==> config.mk <==
export PLATFORM = sky130hd
export DESIGN_NAME = c_escape_sequence_decoder_top_flat
export DESIGN_NICKNAME = d
export VERILOG_FILES = /design/src/sv/cesd_pkg.sv /design/src/sv/cesd_in_if.sv /design/src/sv/cesd_out_if.sv /design/src/sv/cesd_decode.sv /design/src/sv/c_escape_sequence_decoder_top.sv /design/src/flat_wrapper.sv
export SDC_FILE = /design/constraint.sdc
export NUM_CORES = 1
export LEC_CHECK = 0
export ABC_AREA = 1
export ABC_CLOCK_PERIOD_IN_PS = 4400
export BUFFER_PORTS_ARGS = -buffer_cell sky130_fd_sc_hd__buf_2
export CAP_MARGIN = 30
export CORE_ASPECT_RATIO = 0.8
export CORE_MARGIN = 3
export CORE_UTILIZATION = 40
export DETAILED_ROUTE_END_ITERATION = 10
export PLACE_DENSITY_LB_ADDON = 0.15
export SETUP_SLACK_MARGIN = 0.05
export SLEW_MARGIN = 20
export SYNTH_ARGS = -nofsm -noshare
export SYNTH_HDL_FRONTEND = slang
export SYNTH_HIERARCHICAL = 1
export SYNTH_SLANG_ARGS = --single-unit
==> constraint.sdc <==
create_clock -name i_clk -period 4.4 [get_ports i_clk]
set_input_delay 1.32 -clock i_clk [delete_from_list [all_inputs] [get_ports i_clk]]
set_output_delay 1.32 -clock i_clk [all_outputs]
set_load 0.02 [all_outputs]
==> src/sv/cesd_pkg.sv <==
// Shared types and constants for the C escape sequence decoder.
`default_nettype none

package cesd_pkg;

    localparam logic [7:0] CH_BACKSLASH = 8'h5C;
    localparam logic [7:0] CH_X         = 8'h78;
    localparam logic [7:0] CH_ZERO      = 8'h30;
    localparam logic [7:0] CH_THREE     = 8'h33;
    localparam logic [7:0] CH_SEVEN     = 8'h37;
    localparam logic [7:0] CH_NINE      = 8'h39;
    localparam logic [7:0] CH_LC_A      = 8'h61;
    localparam logic [7:0] CH_LC_F      = 8'h66;
    localparam logic [7:0] CH_UC_A      = 8'h41;
    localparam logic [7:0] CH_UC_F      = 8'h46;
    localparam logic [7:0] NIBBLE_MASK  = 8'h0F;

    typedef enum logic [2:0] {
        MODE_NORMAL = 3'd0,
        MODE_ESC    = 3'd1,
        MODE_XSTART = 3'd2,
        MODE_HEX    = 3'd3,
        MODE_OCT    = 3'd4
    } t_mode;

    typedef struct packed {
        t_mode      mode;
        logic [7:0] value;
        logic [1:0] octs;
    } t_state;

    typedef struct packed {
        logic [7:0] out_byte;
        logic       byte_valid;
        logic       string_end;
        logic       run_last;
    } t_result;

    typedef struct packed {
        logic [1:0] count;
        t_result    res0;
        t_result    res1;
        t_state     next_state;
    } t_decode;

endpackage

`default_nettype wire

==> src/sv/cesd_in_if.sv <==
// Input channel: one escaped source byte per transaction.
`default_nettype none

interface cesd_in_if;
    logic       valid;
    logic       ready;
    logic [7:0] in_byte;
    logic       string_last;

    modport source (output valid, output in_byte, output string_last, input ready);
    modport sink   (input valid, input in_byte, input string_last, output ready);
endinterface

`default_nettype wire

==> src/sv/cesd_out_if.sv <==
// Output channel: one unescaped result per transaction.
`default_nettype none

interface cesd_out_if;
    logic       valid;
    logic       ready;
    logic [7:0] out_byte;
    logic       byte_valid;
    logic       string_end;
    logic       run_last;

    modport source (output valid, output out_byte, output byte_valid,
                    output string_end, output run_last, input ready);
    modport sink   (input valid, input out_byte, input byte_valid,
                    input string_end, input run_last, output ready);
endinterface

`default_nettype wire

==> src/sv/cesd_decode.sv <==
// Escape decode of one byte against the current state: up to two results and the next state.
`default_nettype none

module cesd_decode (
    input  var cesd_pkg::t_state  i_state,
    input  var logic [7:0]        i_byte,
    input  var logic              i_last,
    output var cesd_pkg::t_decode o_dec
);

    logic       is_hex;
    logic [3:0] hex_val;
    logic       is_oct;
    logic       is_oct_lead;
    logic [7:0] simple_val;

    always_comb begin
        is_hex  = 1'b1;
        hex_val = 4'd0;
        if (i_byte >= cesd_pkg::CH_ZERO && i_byte <= cesd_pkg::CH_NINE) begin
            hex_val = i_byte[3:0];
        end else if (i_byte >= cesd_pkg::CH_LC_A && i_byte <= cesd_pkg::CH_LC_F) begin
            hex_val = 4'(i_byte - cesd_pkg::CH_LC_A + 8'd10);
        end else if (i_byte >= cesd_pkg::CH_UC_A && i_byte <= cesd_pkg::CH_UC_F) begin
            hex_val = 4'(i_byte - cesd_pkg::CH_UC_A + 8'd10);
        end else begin
            is_hex = 1'b0;
        end
    end

    assign is_oct      = (i_byte >= cesd_pkg::CH_ZERO) && (i_byte <= cesd_pkg::CH_SEVEN);
    assign is_oct_lead = (i_byte >= cesd_pkg::CH_ZERO) && (i_byte <= cesd_pkg::CH_THREE);

    always_comb begin
        unique case (i_byte)
            8'h61:   simple_val = 8'h07;
            8'h62:   simple_val = 8'h08;
            8'h74:   simple_val = 8'h09;
            8'h6E:   simple_val = 8'h0A;
            8'h76:   simple_val = 8'h0B;
            8'h66:   simple_val = 8'h0C;
            8'h72:   simple_val = 8'h0D;
            8'h3F:   simple_val = 8'h3F;
            default: simple_val = i_byte;
        endcase
    end

    always_comb begin
        logic [1:0]       n;
        cesd_pkg::t_result r0;
        cesd_pkg::t_result r1;
        cesd_pkg::t_state  nxt;
        logic             do_plain;
        logic             emit_a;
        logic [7:0]       val_a;
        logic [1:0]       octs_inc;

        n        = 2'd0;
        r0       = '0;
        r1       = '0;
        nxt      = i_state;
        do_plain = 1'b0;
        emit_a   = 1'b0;
        val_a    = 8'd0;
        octs_inc = 2'(i_state.octs + 2'd1);

        unique case (i_state.mode)
            cesd_pkg::MODE_ESC: begin
                if (i_byte == cesd_pkg::CH_X) begin
                    nxt.mode  = cesd_pkg::MODE_XSTART;
                    nxt.value = 8'd0;
                end else if (is_oct_lead) begin
                    nxt.mode  = cesd_pkg::MODE_OCT;
                    nxt.value = i_byte & 8'h07;
                    nxt.octs  = 2'd1;
                end else begin
                    nxt.mode = cesd_pkg::MODE_NORMAL;
                    emit_a   = 1'b1;
                    val_a    = simple_val;
                end
            end
            cesd_pkg::MODE_XSTART: begin
                if (is_hex) begin
                    nxt.mode  = cesd_pkg::MODE_HEX;
                    nxt.value = {4'd0, hex_val};
                end else begin
                    nxt.mode = cesd_pkg::MODE_NORMAL;
                    do_plain = 1'b1;
                end
            end
            cesd_pkg::MODE_HEX: begin
                if (is_hex) begin
                    nxt.value = {i_state.value[3:0], hex_val};
                end else begin
                    nxt.mode  = cesd_pkg::MODE_NORMAL;
                    emit_a    = 1'b1;
                    val_a     = i_state.value;
                    nxt.value = 8'd0;
                    do_plain  = 1'b1;
                end
            end
            cesd_pkg::MODE_OCT: begin
                if (is_oct) begin
                    nxt.value = {i_state.value[4:0], i_byte[2:0]};
                    nxt.octs  = octs_inc;
                    if (octs_inc == 2'd3) begin
                        emit_a    = 1'b1;
                        val_a     = {i_state.value[4:0], i_byte[2:0]};
                        nxt.mode  = cesd_pkg::MODE_NORMAL;
                        nxt.value = 8'd0;
                        nxt.octs  = 2'd0;
                    end
                end else begin
                    nxt.mode  = cesd_pkg::MODE_NORMAL;
                    emit_a    = 1'b1;
                    val_a     = i_state.value;
                    nxt.value = 8'd0;
                    nxt.octs  = 2'd0;
                    do_plain  = 1'b1;
                end
            end
            default: begin
                nxt.mode = cesd_pkg::MODE_NORMAL;
                do_plain = 1'b1;
            end
        endcase

        if (emit_a) begin
            r0.out_byte   = val_a;
            r0.byte_valid = 1'b1;
            n             = 2'd1;
        end

        if (do_plain) begin
            if (i_byte == cesd_pkg::CH_BACKSLASH) begin
                nxt.mode = cesd_pkg::MODE_ESC;
            end else if (n == 2'd0) begin
                r0.out_byte   = i_byte;
                r0.byte_valid = 1'b1;
                n             = 2'd1;
            end else begin
                r1.out_byte   = i_byte;
                r1.byte_valid = 1'b1;
                n             = 2'd2;
            end
        end

        if (i_last) begin
            // flush a pending numeric escape, or mark an empty end
            if (nxt.mode == cesd_pkg::MODE_HEX || nxt.mode == cesd_pkg::MODE_OCT) begin
                if (n == 2'd0) begin
                    r0.out_byte   = nxt.value;
                    r0.byte_valid = 1'b1;
                    n             = 2'd1;
                end else begin
                    r1.out_byte   = nxt.value;
                    r1.byte_valid = 1'b1;
                    n             = 2'd2;
                end
            end
            if (n == 2'd0) begin
                n = 2'd1;
            end
            nxt = '{mode: cesd_pkg::MODE_NORMAL, value: 8'd0, octs: 2'd0};
        end

        if (n == 2'd2) begin
            r1.run_last   = 1'b1;
            r1.string_end = i_last;
        end else begin
            r0.run_last   = 1'b1;
            r0.string_end = i_last;
        end

        o_dec.count      = n;
        o_dec.res0       = r0;
        o_dec.res1       = r1;
        o_dec.next_state = nxt;
    end

endmodule

`default_nettype wire

==> src/sv/c_escape_sequence_decoder_top.sv <==
// Top level of the C escape sequence decoder: input register, decode and two-slot result buffer.
// Takes one escaped byte per cycle and gives one unescaped result per cycle while the output
// side is ready. An input byte is held in the input register, is decoded against the escape
// state, and its results (none, one or two) land in a two-slot result buffer, so a result is
// offered from the result buffer once its byte has passed the input register. The buffer drains
// one entry per cycle, so a byte that flushes a pending escape and also gives a byte of its own
// holds the next byte back; otherwise the input is taken every cycle while the output keeps up.
`default_nettype none

module c_escape_sequence_decoder_top (
    input  var logic i_clk,
    input  var logic i_rst_n,
    cesd_in_if.sink    i_in,
    cesd_out_if.source o_out
);

    cesd_pkg::t_state  r_state;
    cesd_pkg::t_decode dec;

    logic              r_in_valid;
    logic [7:0]        r_in_byte;
    logic              r_in_last;

    cesd_pkg::t_result r_res0;
    cesd_pkg::t_result r_res1;
    logic [1:0]        r_cnt;

    logic              pop;
    logic              load;

    cesd_decode u_decode (
        .i_state (r_state),
        .i_byte  (r_in_byte),
        .i_last  (r_in_last),
        .o_dec   (dec)
    );

    assign pop  = (r_cnt != 2'd0) && o_out.ready;
    assign load = r_in_valid && ((r_cnt == 2'd0) || ((r_cnt == 2'd1) && pop));

    assign i_in.ready = !r_in_valid || load;

    always_ff @(posedge i_clk) begin
        if (!i_rst_n) begin
            r_in_valid <= 1'b0;
        end else if (i_in.valid && i_in.ready) begin
            r_in_valid <= 1'b1;
        end else if (load) begin
            r_in_valid <= 1'b0;
        end
    end

    always_ff @(posedge i_clk) begin
        if (i_in.valid && i_in.ready) begin
            r_in_byte <= i_in.in_byte;
            r_in_last <= i_in.string_last;
        end
    end

    always_ff @(posedge i_clk) begin
        if (!i_rst_n) begin
            r_state <= '{mode: cesd_pkg::MODE_NORMAL, value: 8'd0, octs: 2'd0};
        end else if (load) begin
            r_state <= dec.next_state;
        end
    end

    always_ff @(posedge i_clk) begin
        if (!i_rst_n) begin
            r_cnt <= 2'd0;
        end else if (load) begin
            r_cnt <= dec.count;
        end else if (pop) begin
            r_cnt <= (r_cnt == 2'd2) ? 2'd1 : 2'd0;
        end
    end

    always_ff @(posedge i_clk) begin
        if (load) begin
            r_res0 <= dec.res0;
            r_res1 <= dec.res1;
        end else if (pop && (r_cnt == 2'd2)) begin
            r_res0 <= r_res1;
        end
    end

    assign o_out.valid      = (r_cnt != 2'd0);
    assign o_out.out_byte   = r_res0.out_byte;
    assign o_out.byte_valid = r_res0.byte_valid;
    assign o_out.string_end = r_res0.string_end;
    assign o_out.run_last   = r_res0.run_last;

    a_cnt_range: assert property (@(posedge i_clk) disable iff (!i_rst_n)
        r_cnt != 2'd3)
        else $error("result buffer count out of range");

    a_second_slot: assert property (@(posedge i_clk) disable iff (!i_rst_n)
        (pop && (r_cnt == 2'd2)) |=> (r_cnt == 2'd1) && (r_res0 == $past(r_res1)))
        else $error("second result not moved to head");

    a_end_is_run_last: assert property (@(posedge i_clk) disable iff (!i_rst_n)
        (o_out.valid && o_out.string_end) |-> o_out.run_last)
        else $error("string end without run_last");

    a_empty_marker: assert property (@(posedge i_clk) disable iff (!i_rst_n)
        (o_out.valid && !o_out.byte_valid) |-> (o_out.string_end && (o_out.out_byte == 8'd0)))
        else $error("empty result that is not an end marker");

    a_last_resets: assert property (@(posedge i_clk) disable iff (!i_rst_n)
        (load && r_in_last) |=> (r_state.mode == cesd_pkg::MODE_NORMAL))
        else $error("escape state not cleared at string end");

endmodule

`default_nettype wire
==> src/flat_wrapper.sv <==
// flat-port wrapper written by rule: the top's interface ports become plain ports
module c_escape_sequence_decoder_top_flat 
  (i_clk, i_rst_n, i_in_valid, i_in_in_byte, i_in_string_last, i_in_ready, o_out_valid, o_out_out_byte, o_out_byte_valid, o_out_string_end, o_out_run_last, o_out_ready);
  cesd_in_if i_in_i ();
  cesd_out_if o_out_i ();
  input  var logic i_clk;
  input  var logic i_rst_n;
  input wire logic [$bits(i_in_i.valid)-1:0] i_in_valid;
  input wire logic [$bits(i_in_i.in_byte)-1:0] i_in_in_byte;
  input wire logic [$bits(i_in_i.string_last)-1:0] i_in_string_last;
  output wire logic [$bits(i_in_i.ready)-1:0] i_in_ready;
  output wire logic [$bits(o_out_i.valid)-1:0] o_out_valid;
  output wire logic [$bits(o_out_i.out_byte)-1:0] o_out_out_byte;
  output wire logic [$bits(o_out_i.byte_valid)-1:0] o_out_byte_valid;
  output wire logic [$bits(o_out_i.string_end)-1:0] o_out_string_end;
  output wire logic [$bits(o_out_i.run_last)-1:0] o_out_run_last;
  input wire logic [$bits(o_out_i.ready)-1:0] o_out_ready;
  assign i_in_i.valid = i_in_valid;
  assign i_in_i.in_byte = i_in_in_byte;
  assign i_in_i.string_last = i_in_string_last;
  assign i_in_ready = i_in_i.ready;
  assign o_out_valid = o_out_i.valid;
  assign o_out_out_byte = o_out_i.out_byte;
  assign o_out_byte_valid = o_out_i.byte_valid;
  assign o_out_string_end = o_out_i.string_end;
  assign o_out_run_last = o_out_i.run_last;
  assign o_out_i.ready = o_out_ready;
  c_escape_sequence_decoder_top u_core (.i_clk(i_clk), .i_rst_n(i_rst_n), .i_in(i_in_i), .o_out(o_out_i));
endmodule
[After elaboration in Yosys (flattened, before gate mapping)]
Cells that the tools add are included.
Word-level totals
  input bits: 13
  flip-flop bits (word level): 47
  word-level logic and storage cells: 143
Operators by class
  reductions and logical operators: 25
  equality and inequality tests: 22
  multiplexer cells: 68
  $add $sub $neg: 5
  $lt $le $gt $ge: 8
Operator list (number)
  two-way mux 9 bit: 13
  equality test 8 x 7 -> 1 bit (second input constant): 9
  case mux 8 bit (8 select lines): 1
  two-way mux 8 bit: 7
  two-way mux 13 bit: 3
  two-way mux 11 bit: 3
  case mux 8 bit (4 select lines): 1
  two-way mux 2 bit: 13
  <= comparator 8 x 6 -> 1 bit (second input constant): 3
  case mux 8 bit (3 select lines): 1
  greater-or-equal comparator 8 x 7 -> 1 bit (second input constant): 2
  <= comparator 8 x 7 -> 1 bit (second input constant): 2
  two-way mux 1 bit: 14
  two-way mux 3 bit: 4
  two-way mux 4 bit: 3
  case mux 3 bit (4 select lines): 1
  logical AND 1 bit: 10
  two-way mux 10 bit: 1
  equality test 3 x 2 -> 1 bit (second input constant): 3
  adder 4 bit (second input constant): 2
  equality test 8 x 6 -> 1 bit (second input constant): 1
  greater-or-equal comparator 8 x 6 -> 1 bit (second input constant): 1
  zero test 2 bit: 4
  nonzero test 2 bit: 4
  14 further kinds: 22

[Depth between registers and ports, before layout]
Gate-level depths: netlist of run 1.
  depth after elaboration: 22
  mapped depth: 17
  mapped depth without buffers: 15

[Cells and area by module]
The synthesis of run 1 kept the hierarchy.
Modules (own cells, without submodules)
  c_escape_sequence_decoder_top: sequential area each 1251.2 µm², area each 1740.4 µm², cells an instance 145, times used 1
  cesd_decode: sequential area each 0.0 µm², area each 1572.8 µm², cells an instance 318, times used 1

[Worst setup path before layout of run 1]
OpenSTA, ideal clock, no wires.
  path kind: input port to output port
  start: input port o_out_ready
  end: output port i_in_ready
  stages: 4
  slack: 1403 ps
  arrival time: 1677 ps
  path through: inv_1 nand2_2 nand2_1 nand2_1
Between the ends
  word-level cells in the longest chain between the ends: 5
Ends and longest elaborated chain
  from (decl): line flat_wrapper.sv:17  | input wire logic [$bits(o_out_i.ready)-1:0] o_out_ready;
  logical AND 1 bit: line c_escape_sequence_decoder_top.sv:38  | assign pop = (r_cnt != 2'd0) && o_out.ready;
  logical AND 1 bit: line c_escape_sequence_decoder_top.sv:39  | assign load = r_in_valid && ((r_cnt == 2'd0) || ((r_cnt == 2'd1) && pop));
  logical OR 1 bit: line c_escape_sequence_decoder_top.sv:39
  logical AND 1 bit: line c_escape_sequence_decoder_top.sv:39
  logical OR 1 bit: line c_escape_sequence_decoder_top.sv:41  | assign i_in.ready = !r_in_valid || load;
  to (decl): line flat_wrapper.sv:11  | output wire logic [$bits(i_in_i.ready)-1:0] i_in_ready;
No other way between the ends.

[Worst setup path after layout of run 1]
Same ends and word-level chain as after synthesis.

==> results of run 1 <==
## flip-flops by register name (all words and copies together) (netlist names), 2 cells and up
name and cells:
u_core/r_res1 11, u_core/r_in_byte 8, u_core/r_cnt 2, u_core/o_out.out_byte 8
u_core/r_state 13
## tightest hold or removal path: stages, from the launching register on
cell and delay, ns:
dfxtp_1 0.35, nand2_1 0.07, a21oi_1 0.05
## worst min-delay path by stage
stage | cells past startpoint | end | from | slack, ns
final | 2 | u_core/r_state[6] | u_core/r_state[6] | 0.51
after global routing | 2 | u_core/r_cnt[1] | u_core/r_cnt[1] | 0.55
after CTS | 2 | u_core/r_state[6] | u_core/r_state[6] | 0.52
after detailed placement | 2 | u_core/r_state[6] | u_core/r_state[6] | 0.50
after global placement | 2 | u_core/r_state[7] | u_core/r_state[7] | 0.49
after floorplan | 2 | u_core/r_state[7] | u_core/r_state[7] | 0.47
## kinds of logic (layout without fill, tap and decap cells)
kind of cell / Yosys count / in the layout / synth area share [%]
flip-flops: 47 / 47 / 37.8
AND/OR/NAND/NOR: 279 / 279 / 38.4
AO/OA/AOI/OAI: 71 / 71 / 13.4
adder cells (fa/ha/maj): 6 / 6 / 2.27
buffers and inverters: 60 / 84 / 8.19
## layer usage
layer / global-route usage [%] / vias to the layer above / part of all wire [%]
li1: - / 1558 / -
met1: 27.9 / 1394 / 49
met2: 28.7 / 84 / 43
met3: 2.97 / 19 / 5.4
met4: 6.42 / 0 / 2.6
met5: 0 / - / 0
## per-stage QoR
stage / power (mW) / utilization, % / hold slack [ns]
3_5_place_dp: 0.603 / 43.8 / 0.499
5_1_grt: 0.966 / 45.3 / 0.551
3_3_place_gp: 0.603 / 43.8 / 0.493
4_1_cts: 0.933 / 45.3 / 0.517
6_report: 0.923 / 45.3 / 0.515
2_1_floorplan: 0.576 / - / 0.468
## layout make-up
cell class / instances / area (sq um) / share of cell area, %
well taps: 108 / 135 / 3.74
clock inverters: 3 / 46.3 / 1.28
flip-flops and latches: 47 / 1250 / 34.6
clock buffers: 5 / 68.8 / 1.90
multi-input cells: 356 / 1790 / 49.5
inverters: 50 / 190 / 5.26
repair buffers: 26 / 133 / 3.67
## layout by cell type (no fill, tap or decap), drive strengths merged
master / synthesis / final
nand3: 41 / 41
bufinv: 0 / 1
nand3b: 2 / 2
o21bai: 2 / 2
o211ai: 6 / 6
nand4: 4 / 4
buf: 9 / 26
clkbuf: 1 / 5
clkinv: 1 / 1
clkinvlp: 0 / 1
dfxtp: 16 / 16
nor3: 4 / 4
nand2: 166 / 166
a21oi: 40 / 40
a22oi: 3 / 3
inv: 49 / 50
nor2: 62 / 62
o21ai: 20 / 20
ha: 6 / 6
edfxtp: 31 / 31
## where the power goes
group	internal, mW	leakage, nW	switching [mW]
clock	0.171	0.0548	0.159
sequential	0.486	0.433	0.0119
combinational	0.0271	1.10	0.0688
total	0.684	1.59	0.239
==> results.json, run 1 <==
{
  "dp_cells": 587,
  "status": "finished clean",
  "cts_hold_buf": 0,
  "setup_violations": 0,
  "vias": 3055,
  "drive_gt1_share_pct": 17.2,
  "timing.fmax_ghz": 0.311,
  "cts_htree_levels": 2,
  "criticalPathCategory": "in2out",
  "dr.first_iter.drc_count": 237,
  "critical_path.top_delay_family": "buffers and inverters",
  "synth_top_cell_area_share_pct": 28.1,
  "max_stage_delay_ns": 0.16,
  "numCtsBuffers": 5,
  "synth_warnings": 6,
  "first_pass_iters": 4,
  "viasPerCell": 5.13,
  "async_reset_ff_share_pct": 0,
  "numPortBuffers": 25,
  "wl_microns": 8470,
  "die_y_microns": 87.4,
  "drt.antenna.violating_nets": 0,
  "wl_per_cell_microns": 14.2,
  "synth_cell_types": 35,
  "min_path_type": "reg2reg",
  "fin_crit_sh_pct": 73.0,
  "path_depth": 6,
  "overflow": 0,
  "io_pins": 26,
  "path_buf_inv": 3,
  "final_cells": 595,
  "dieWidth_microns": 108,
  "track_usage_pct": 19.1,
  "reg2reg_to": "u_core/r_cnt[0]",
  "dpl_worst_slack_ns": 1.19,
  "worstSkewPairLatency_ns": 0.31,
  "drc_errors": 0,
  "tightest_slew_ns": 0.702,
  "layout.nets": 505,
  "initial_core_util_pct": 41.5,
  "path_clk_slew_ns": 0.10,
  "syn_inst": 463,
  "critical_path.endpoint": "i_in_ready",
  "clock_path_buffers": 2,
  "p_leak_nw": 1.59,
  "root_buffer": "clkbuf_8",
  "dp_hpwl_microns": 6500,
  "cap_viol_max_count": 0,
  "gp_congestion": 0.951,
  "tns_ns": 0,
  "fp.coreArea_sq_um": 7980,
  "cp_slowest_cell": "buf_2",
  "peakVddDrop_mv": 0.127,
  "r2r_start": "u_core/r_in_byte[1]",
  "area_growth_pct": 9.10,
  "fin_skew_ns": 0.0180,
  "syn-num-nets": 482,
  "cp_max_fo": 3,
  "fillers": 842,
  "rsz0062_at_grt": "no",
  "synth_area_per_cell_sq_um": 7.16,
  "synth_flop_cell": "edfxtp_1",
  "diodes": 0,
  "cts_tree": "yes",
  "synth_area_sq_um": 3310,
  "grt_max_degree": 37,
  "synth_area_leader_cell": "edfxtp_1",
  "synth_edf_count": 31,
  "synth_seq_cells": 47,
  "crit_arrival_ns": 1.89,
  "grt_pass1_wl_microns": 14200,
  "grt_pass1_vias": 2883,
  "hold_viol_final": 0,
  "synth_common_cells": "nand2_1, nor2_1, inv_1",
  "crit_start": "o_out_ready",
  "antenna_found_initial": 0,
  "fin_crit_ns": 3.21,
  "relSlewSlack_pct": 53.2,
  "place_area_sq_um": 3500,
  "synth.most_common_cell": "nand2_1",
  "synthTopCellsByArea": "edfxtp_1, nand2_1, dfxtp_1",
  "clock-sinks": 47,
  "die_area_sq_um": 9420,
  "yosysSeqAreaShare_pct": 37.8,
  "setup_ws_ns": 1.19,
  "post_cts_buffers": 0,
  "ff2ff_setup_slack_ns": 1.55,
  "endpoint_kind": "primary output",
  "r2r_cells": 14,
  "fin_area_sq_um": 3610,
  "postCtsResizedCells": 0,
  "rows": 29,
  "cp_cell_sequence": "buf_2, inv_1, nand2_2, nand2_1, nand2_1, buf_2",
  "power_density_nw_per_um2": 255,
  "drv_slew": 0,
  "required_ns": 3.08,
  "worstSetupStartpointType": "input pin"
}
Power figures use the tool's default switching activity.
==> run 2: changes to the inputs <==
ABC_CLOCK_PERIOD_IN_PS = 2800   (was 4400)
clock period = 2.8 ns   (was 4.4 ns; I/O delays follow)
==> run 2 against run 1 <==
  * Largest power group unchanged
  * Hold slack got worse by 0.0097 ns
  * Core utilization is 0.71 points higher
  * First-iteration DRC count rose by 40%
  * Sequential power is 57% higher
  * Register-to-register slack lost 1.3 ns
  * Highest routed layer unchanged
  * Setup slack got worse by 0.91 ns
  * Clock-buffer cell count is the same
  * Combinational power increased by 68%
  * Design area is 1.6% higher
==> results.json, run 2 (same netlist as run 1, synthesis figures left out) <==
{
  "reg.largest.list": "u_core/r_state (13), u_core/r_res1 (11)",
  "numCtsBuffers": 5,
  "wl_microns": 8960,
  "dr.first_iter.drc_count": 331,
  "r2r_cells": 15,
  "area_growth_pct": 10.8,
  "drt.antenna.violating_nets": 0,
  "cts_hold_buf": 0,
  "path_clk_slew_ns": 0.10,
  "layout_common_cells": "nand2_1, nor2_1, inv_1",
  "track_usage_pct": 19.7,
  "drv_slew": 0,
  "cap_viol_max_count": 0,
  "overflow": 0,
  "critical_path.top_delay_family": "simple AND/OR/NAND/NOR gates",
  "timing.fmax_ghz": 0.396,
  "min_path_type": "reg2reg",
  "path_buf_inv": 3,
  "relSlewSlack_pct": 54.5,
  "hold_viol_final": 0,
  "fillers": 846,
  "fp.coreArea_sq_um": 7980,
  "crit_arrival_ns": 2.59,
  "diodes": 0,
  "r2r_start": "u_core/r_in_byte[0]",
  "antenna_found_initial": 0,
  "cts_tree": "yes",
  "criticalPathCategory": "reg2reg",
  "initial_core_util_pct": 41.5,
  "clock_path_buffers": 2,
  "status": "finished clean",
  "layout.nets": 516,
  "drive_gt1_share_pct": 19.3,
  "power_density_nw_per_um2": 372,
  "dp_hpwl_microns": 6930,
  "die_area_sq_um": 9420,
  "drc_errors": 0,
  "numPortBuffers": 25,
  "finalPower_mw": 1.36,
  "grt_pass1_vias": 2896,
  "cp_cell_sequence": "inv_2, ha_1, inv_1, nor2_1, nand2_1, nand3_2, nand2_4, nor2_8, ha_1, nand2_1, nand3_2, nand2_1, inv_1, nand2_1, nand2_1",
  "root_buffer": "clkbuf_8",
  "fin_crit_ns": 2.53,
  "required_ns": 2.87,
  "reg2reg_to": "u_core/o_out.string_end",
  "io_pins": 26,
  "rsz0062_at_grt": "no",
  "worstSetupStartpointType": "register",
  "peakVddDrop_mv": 0.193,
  "hold_end": "u_core/r_state[6]",
  "holdWs_ns": 0.505,
  "die_y_microns": 87.4,
  "min_from": "u_core/r_state[6]",
  "clock-sinks": 47,
  "min_path_cells": 2,
  "grt_max_degree": 37,
  "first_pass_iters": 5,
  "vias": 3170,
  "viasPerCell": 5.23,
  "tns_ns": 0,
  "fin_skew_ns": 0.00813,
  "worstSkewPairLatency_ns": 0.30,
  "setup_violations": 0,
  "max_stage_delay_ns": 0.47,
  "grt_pass1_wl_microns": 14600,
  "wl_per_cell_microns": 14.8,
  "fin_crit_sh_pct": 90.2,
  "endpoint_kind": "register",
  "final_common_cell": "nand2_1",
  "dieWidth_microns": 108,
  "cp_max_fo": 15,
  "largest_register": "u_core/r_state",
  "cts_htree_levels": 2,
  "tightest_slew_ns": 0.681,
  "largest_reg_flops": 13,
  "cp_common_cell": "nand2_1",
  "rows": 29,
  "p_leak_nw": 1.62,
  "ff2ff_setup_slack_ns": 0.27,
  "cp_slowest_cell": "edfxtp_1",
  "gp_congestion": 0.923
}
run 2: final cells by class:
type / count / area, sq um / area share [%]
multi-input combinational: 356 / 1790 / 48.8
sequential: 47 / 1250 / 34.1
timing repair buffer: 37 / 215 / 5.86
inverter: 50 / 190 / 5.18
tap: 108 / 135 / 3.68
clock buffer: 5 / 68.8 / 1.87
clock inverter: 3 / 20.0 / 0.545
run 2: worst reg2reg max path, stage by stage, from the launching register on:
cell and delay (ns):
edfxtp_1 0.47, inv_2 0.15, ha_1 0.24, inv_1 0.09
nor2_1 0.10, nand2_1 0.07, nand3_2 0.16, nand2_4 0.09
nor2_8 0.21, ha_1 0.27, nand2_1 0.11, nand3_2 0.11
nand2_1 0.07, inv_1 0.05, nand2_1 0.06, nand2_1 0.05
run 2: worst max path at each step:
stage	from	end	cells past startpoint
after floorplan	u_core/r_in_byte[0]	u_core/o_out.string_end	17
after global placement	u_core/r_in_byte[0]	u_core/o_out.string_end	15
after detailed placement	u_core/r_in_byte[0]	u_core/o_out.string_end	15
after CTS	u_core/r_in_byte[0]	u_core/o_out.string_end	15
after global routing	u_core/r_in_byte[0]	u_core/o_out.string_end	15
final	u_core/r_in_byte[0]	u_core/o_out.string_end	15
run 2: metal layers:
layer	routed length [microns]	GRT usage (%)	vias to the layer above
met4	31	3.44	0
met1	4430	29.7	1484
met5	0	0	-
met3	562	3.41	4
li1	-	-	1576
met2	3940	29.8	106
run 2: timing repair:
action | 4_1_cts | 5_1_grt
setup buffers | 0 | 3
gates resized for setup | 0 | 2
endpoints found under the setup margin | 0 | 5
run 2: power breakdown:
part	switching [mW]	total [mW]	leakage (nW)	internal, mW
logic	0.112	0.161	1.15	0.0489
registers	0.0172	0.780	0.433	0.763
clock network	0.249	0.423	0.0418	0.175
run 2: metrics by stage:
| step | std cells | instance area (sq um) | setup slack (ns) | utilization, % |
|---|---|---|---|---|
| 3_5_place_dp | 595 | 3560 | 0.184 | 44.6 |
| 5_1_grt | 606 | 3670 | 0.0506 | 46.0 |
| 4_1_cts | 603 | 3650 | 0.167 | 45.7 |
| 6_report | 606 | 3670 | 0.275 | 46.0 |
| 2_1_floorplan | 463 | 3310 | 0.335 | - |
| 3_3_place_gp | 595 | 3560 | 0.305 | 44.6 |
==> run 3: changes to the inputs <==
ABC_CLOCK_PERIOD_IN_PS = 3100   (was 2800)
CORE_UTILIZATION = 30   (was 40)
clock period = 3.1 ns   (was 2.8 ns; I/O delays follow)
==> run 3 against run 2 <==
  * Sequential share of layout area down 0.40 points
  * Clock-buffer cell count stayed put
  * Sequential power decreased by 9.4%
  * Non-clock buffer count fell by 7
  * Register-to-register slack better by 0.06 ns
  * Global-route usage decreased by 3.9 points
  * Design area grew 1.2%
  * Clock power grew 29%
  * Via count fell by 2.0%
  * Largest power group unchanged
==> results.json, run 3 (same netlist as run 1, synthesis figures left out) <==
{
  "status": "finished clean",
  "rows": 33,
  "viasPerCell": 4.92,
  "area_growth_pct": 12.1,
  "min_from": "u_core/r_state[6]",
  "vias": 3107,
  "area.sequential_sq_um": 1250,
  "power_density_nw_per_um2": 375,
  "first_pass_iters": 5,
  "r2r_start": "u_core/r_in_byte[0]",
  "largest_register": "u_core/r_state",
  "endpoint_kind": "register",
  "final_common_cell": "nand2_1",
  "root_buffer": "clkbuf_16",
  "gp_congestion": 1.01,
  "p_leak_nw": 1.62,
  "multi_input_area_sq_um": 1790,
  "fp.coreArea_sq_um": 10500,
  "worstSetupStartpointType": "register",
  "r2r_cells": 15,
  "fin_skew_ns": 0.00361,
  "clock_path_buffers": 2,
  "worstSkewPairLatency_ns": 0.29,
  "drv_slew": 0,
  "cp_max_fo": 15,
  "drive_gt1_share_pct": 17.7,
  "track_usage_pct": 15.8,
  "diodes": 0,
  "cts_htree_levels": 2,
  "numPortBuffers": 25,
  "dpl_worst_slack_ns": 0.390,
  "grt_max_degree": 37,
  "die_area_sq_um": 12300,
  "hold_end": "u_core/r_state[6]",
  "dp_hpwl_microns": 7170,
  "drt.antenna.violating_nets": 0,
  "rsz0062_at_grt": "no",
  "initial_core_util_pct": 31.6,
  "grt_pass1_vias": 2906,
  "layout_common_cells": "nand2_1, nor2_1, inv_1",
  "path_clk_slew_ns": 0.07,
  "tightest_slew_ns": 0.694,
  "min_path_type": "reg2reg",
  "cp_slowest_cell": "edfxtp_1",
  "setup_ws_ns": 0.336,
  "fin_crit_sh_pct": 89.2,
  "dieWidth_microns": 123,
  "max_stage_delay_ns": 0.46,
  "dr.first_iter.drc_count": 231,
  "relSlewSlack_pct": 53.7,
  "cts_hold_buf": 0,
  "setup_violations": 0,
  "peakVddDrop_mv": 0.198,
  "required_ns": 3.15,
  "layout.nets": 509,
  "largest_reg_flops": 13,
  "antenna_found_initial": 0,
  "crit_arrival_ns": 2.82,
  "hold_viol_final": 0,
  "cts_tree": "yes",
  "reg.largest.list": "u_core/r_state (13), u_core/r_res1 (11)",
  "fin_crit_ns": 2.76,
  "finalPower_mw": 1.39,
  "clock-sinks": 47,
  "postCtsResizedCells": 0,
  "final_cells": 631,
  "wl_microns": 9410,
  "ff2ff_setup_slack_ns": 0.34,
  "tns_ns": 0,
  "io_pins": 26,
  "grt_pass1_wl_microns": 15200,
  "criticalPathCategory": "reg2reg",
  "timing.fmax_ghz": 0.362,
  "post_cts_buffers": 0,
  "cp_common_cell": "nand2_1",
  "path_buf_inv": 3,
  "cp_cell_sequence": "inv_1, ha_1, nand2_1, nand3b_1, nand3_2, nand3_2, inv_2, nor2_8, ha_1, nand2_1, nand3_2, nand2_1, inv_1, nand2_1, nand2_1",
  "dp_cells": 623,
  "fillers": 1155,
  "critical_path.top_delay_family": "simple AND/OR/NAND/NOR gates",
  "overflow": 0,
  "numCtsBuffers": 5,
  "min_path_cells": 2,
  "drc_errors": 0,
  "cap_viol_max_count": 0,
  "reg2reg_to": "u_core/o_out.string_end",
  "wl_per_cell_microns": 14.9,
  "die_y_microns": 100
}
[run 3: cell type report]
cell class              instances  share of cell area (%)
clock inverters                 3                   0.539
well taps                     140                    4.72
multi-input cells             356                    48.2
clock buffers                   5                    3.37
repair buffers                 30                    4.38
flip-flops and latches         47                    33.7
inverters                      50                    5.12
[run 3: report_power, final]
group / internal (mW) / total, mW / switching (mW) / leakage [nW]
sequential: 0.690 / 0.707 / 0.0172 / 0.433
combinational: 0.0400 / 0.140 / 0.0999 / 1.12
clock: 0.298 / 0.546 / 0.248 / 0.0674
total: 1.03 / 1.39 / 0.365 / 1.62
[run 3: metrics by stage]
stage,hold slack (ns),cell area [sq um],utilization [%]
6_report,0.512,3710,35.4
5_1_grt,0.529,3710,35.4
2_1_floorplan,0.468,3310,-
4_1_cts,0.513,3710,35.4
3_3_place_gp,0.494,3570,34.0
3_5_place_dp,0.501,3570,34.0
[run 3: worst register-to-register path: cells and delay by family, from the launching register on]
family	cells	cell delay, ns
adders and majority gates	2	0.52
buffers and inverters	3	0.35
DFF	1	0.46
and+or+nand+nor	10	1.20
[run 3: metal layers]
layer  GRT usage (%)  wire [microns]  part of all wire (%)  vias up
met5               0               0                     0        -
met1            24.0            4800                    51     1434
met3            3.27             593                   6.3       14
li1                -               -                     -     1566
met2            23.0            3900                    41       93
met4            3.32             113                   1.2        0
[run 3: worst max-delay path by stage]
| stage | start | cells past startpoint | to |
|---|---|---|---|
| 3_3_place_gp | u_core/r_in_byte[0] | 15 | u_core/o_out.string_end |
| 2_1_floorplan | u_core/r_in_byte[0] | 17 | u_core/o_out.string_end |
| 5_1_grt | u_core/r_in_byte[0] | 15 | u_core/o_out.string_end |
| 3_5_place_dp | u_core/r_in_byte[0] | 15 | u_core/o_out.string_end |
| 6_report | u_core/r_in_byte[0] | 15 | u_core/o_out.string_end |
| 4_1_cts | u_core/r_in_byte[0] | 15 | u_core/o_out.string_end |
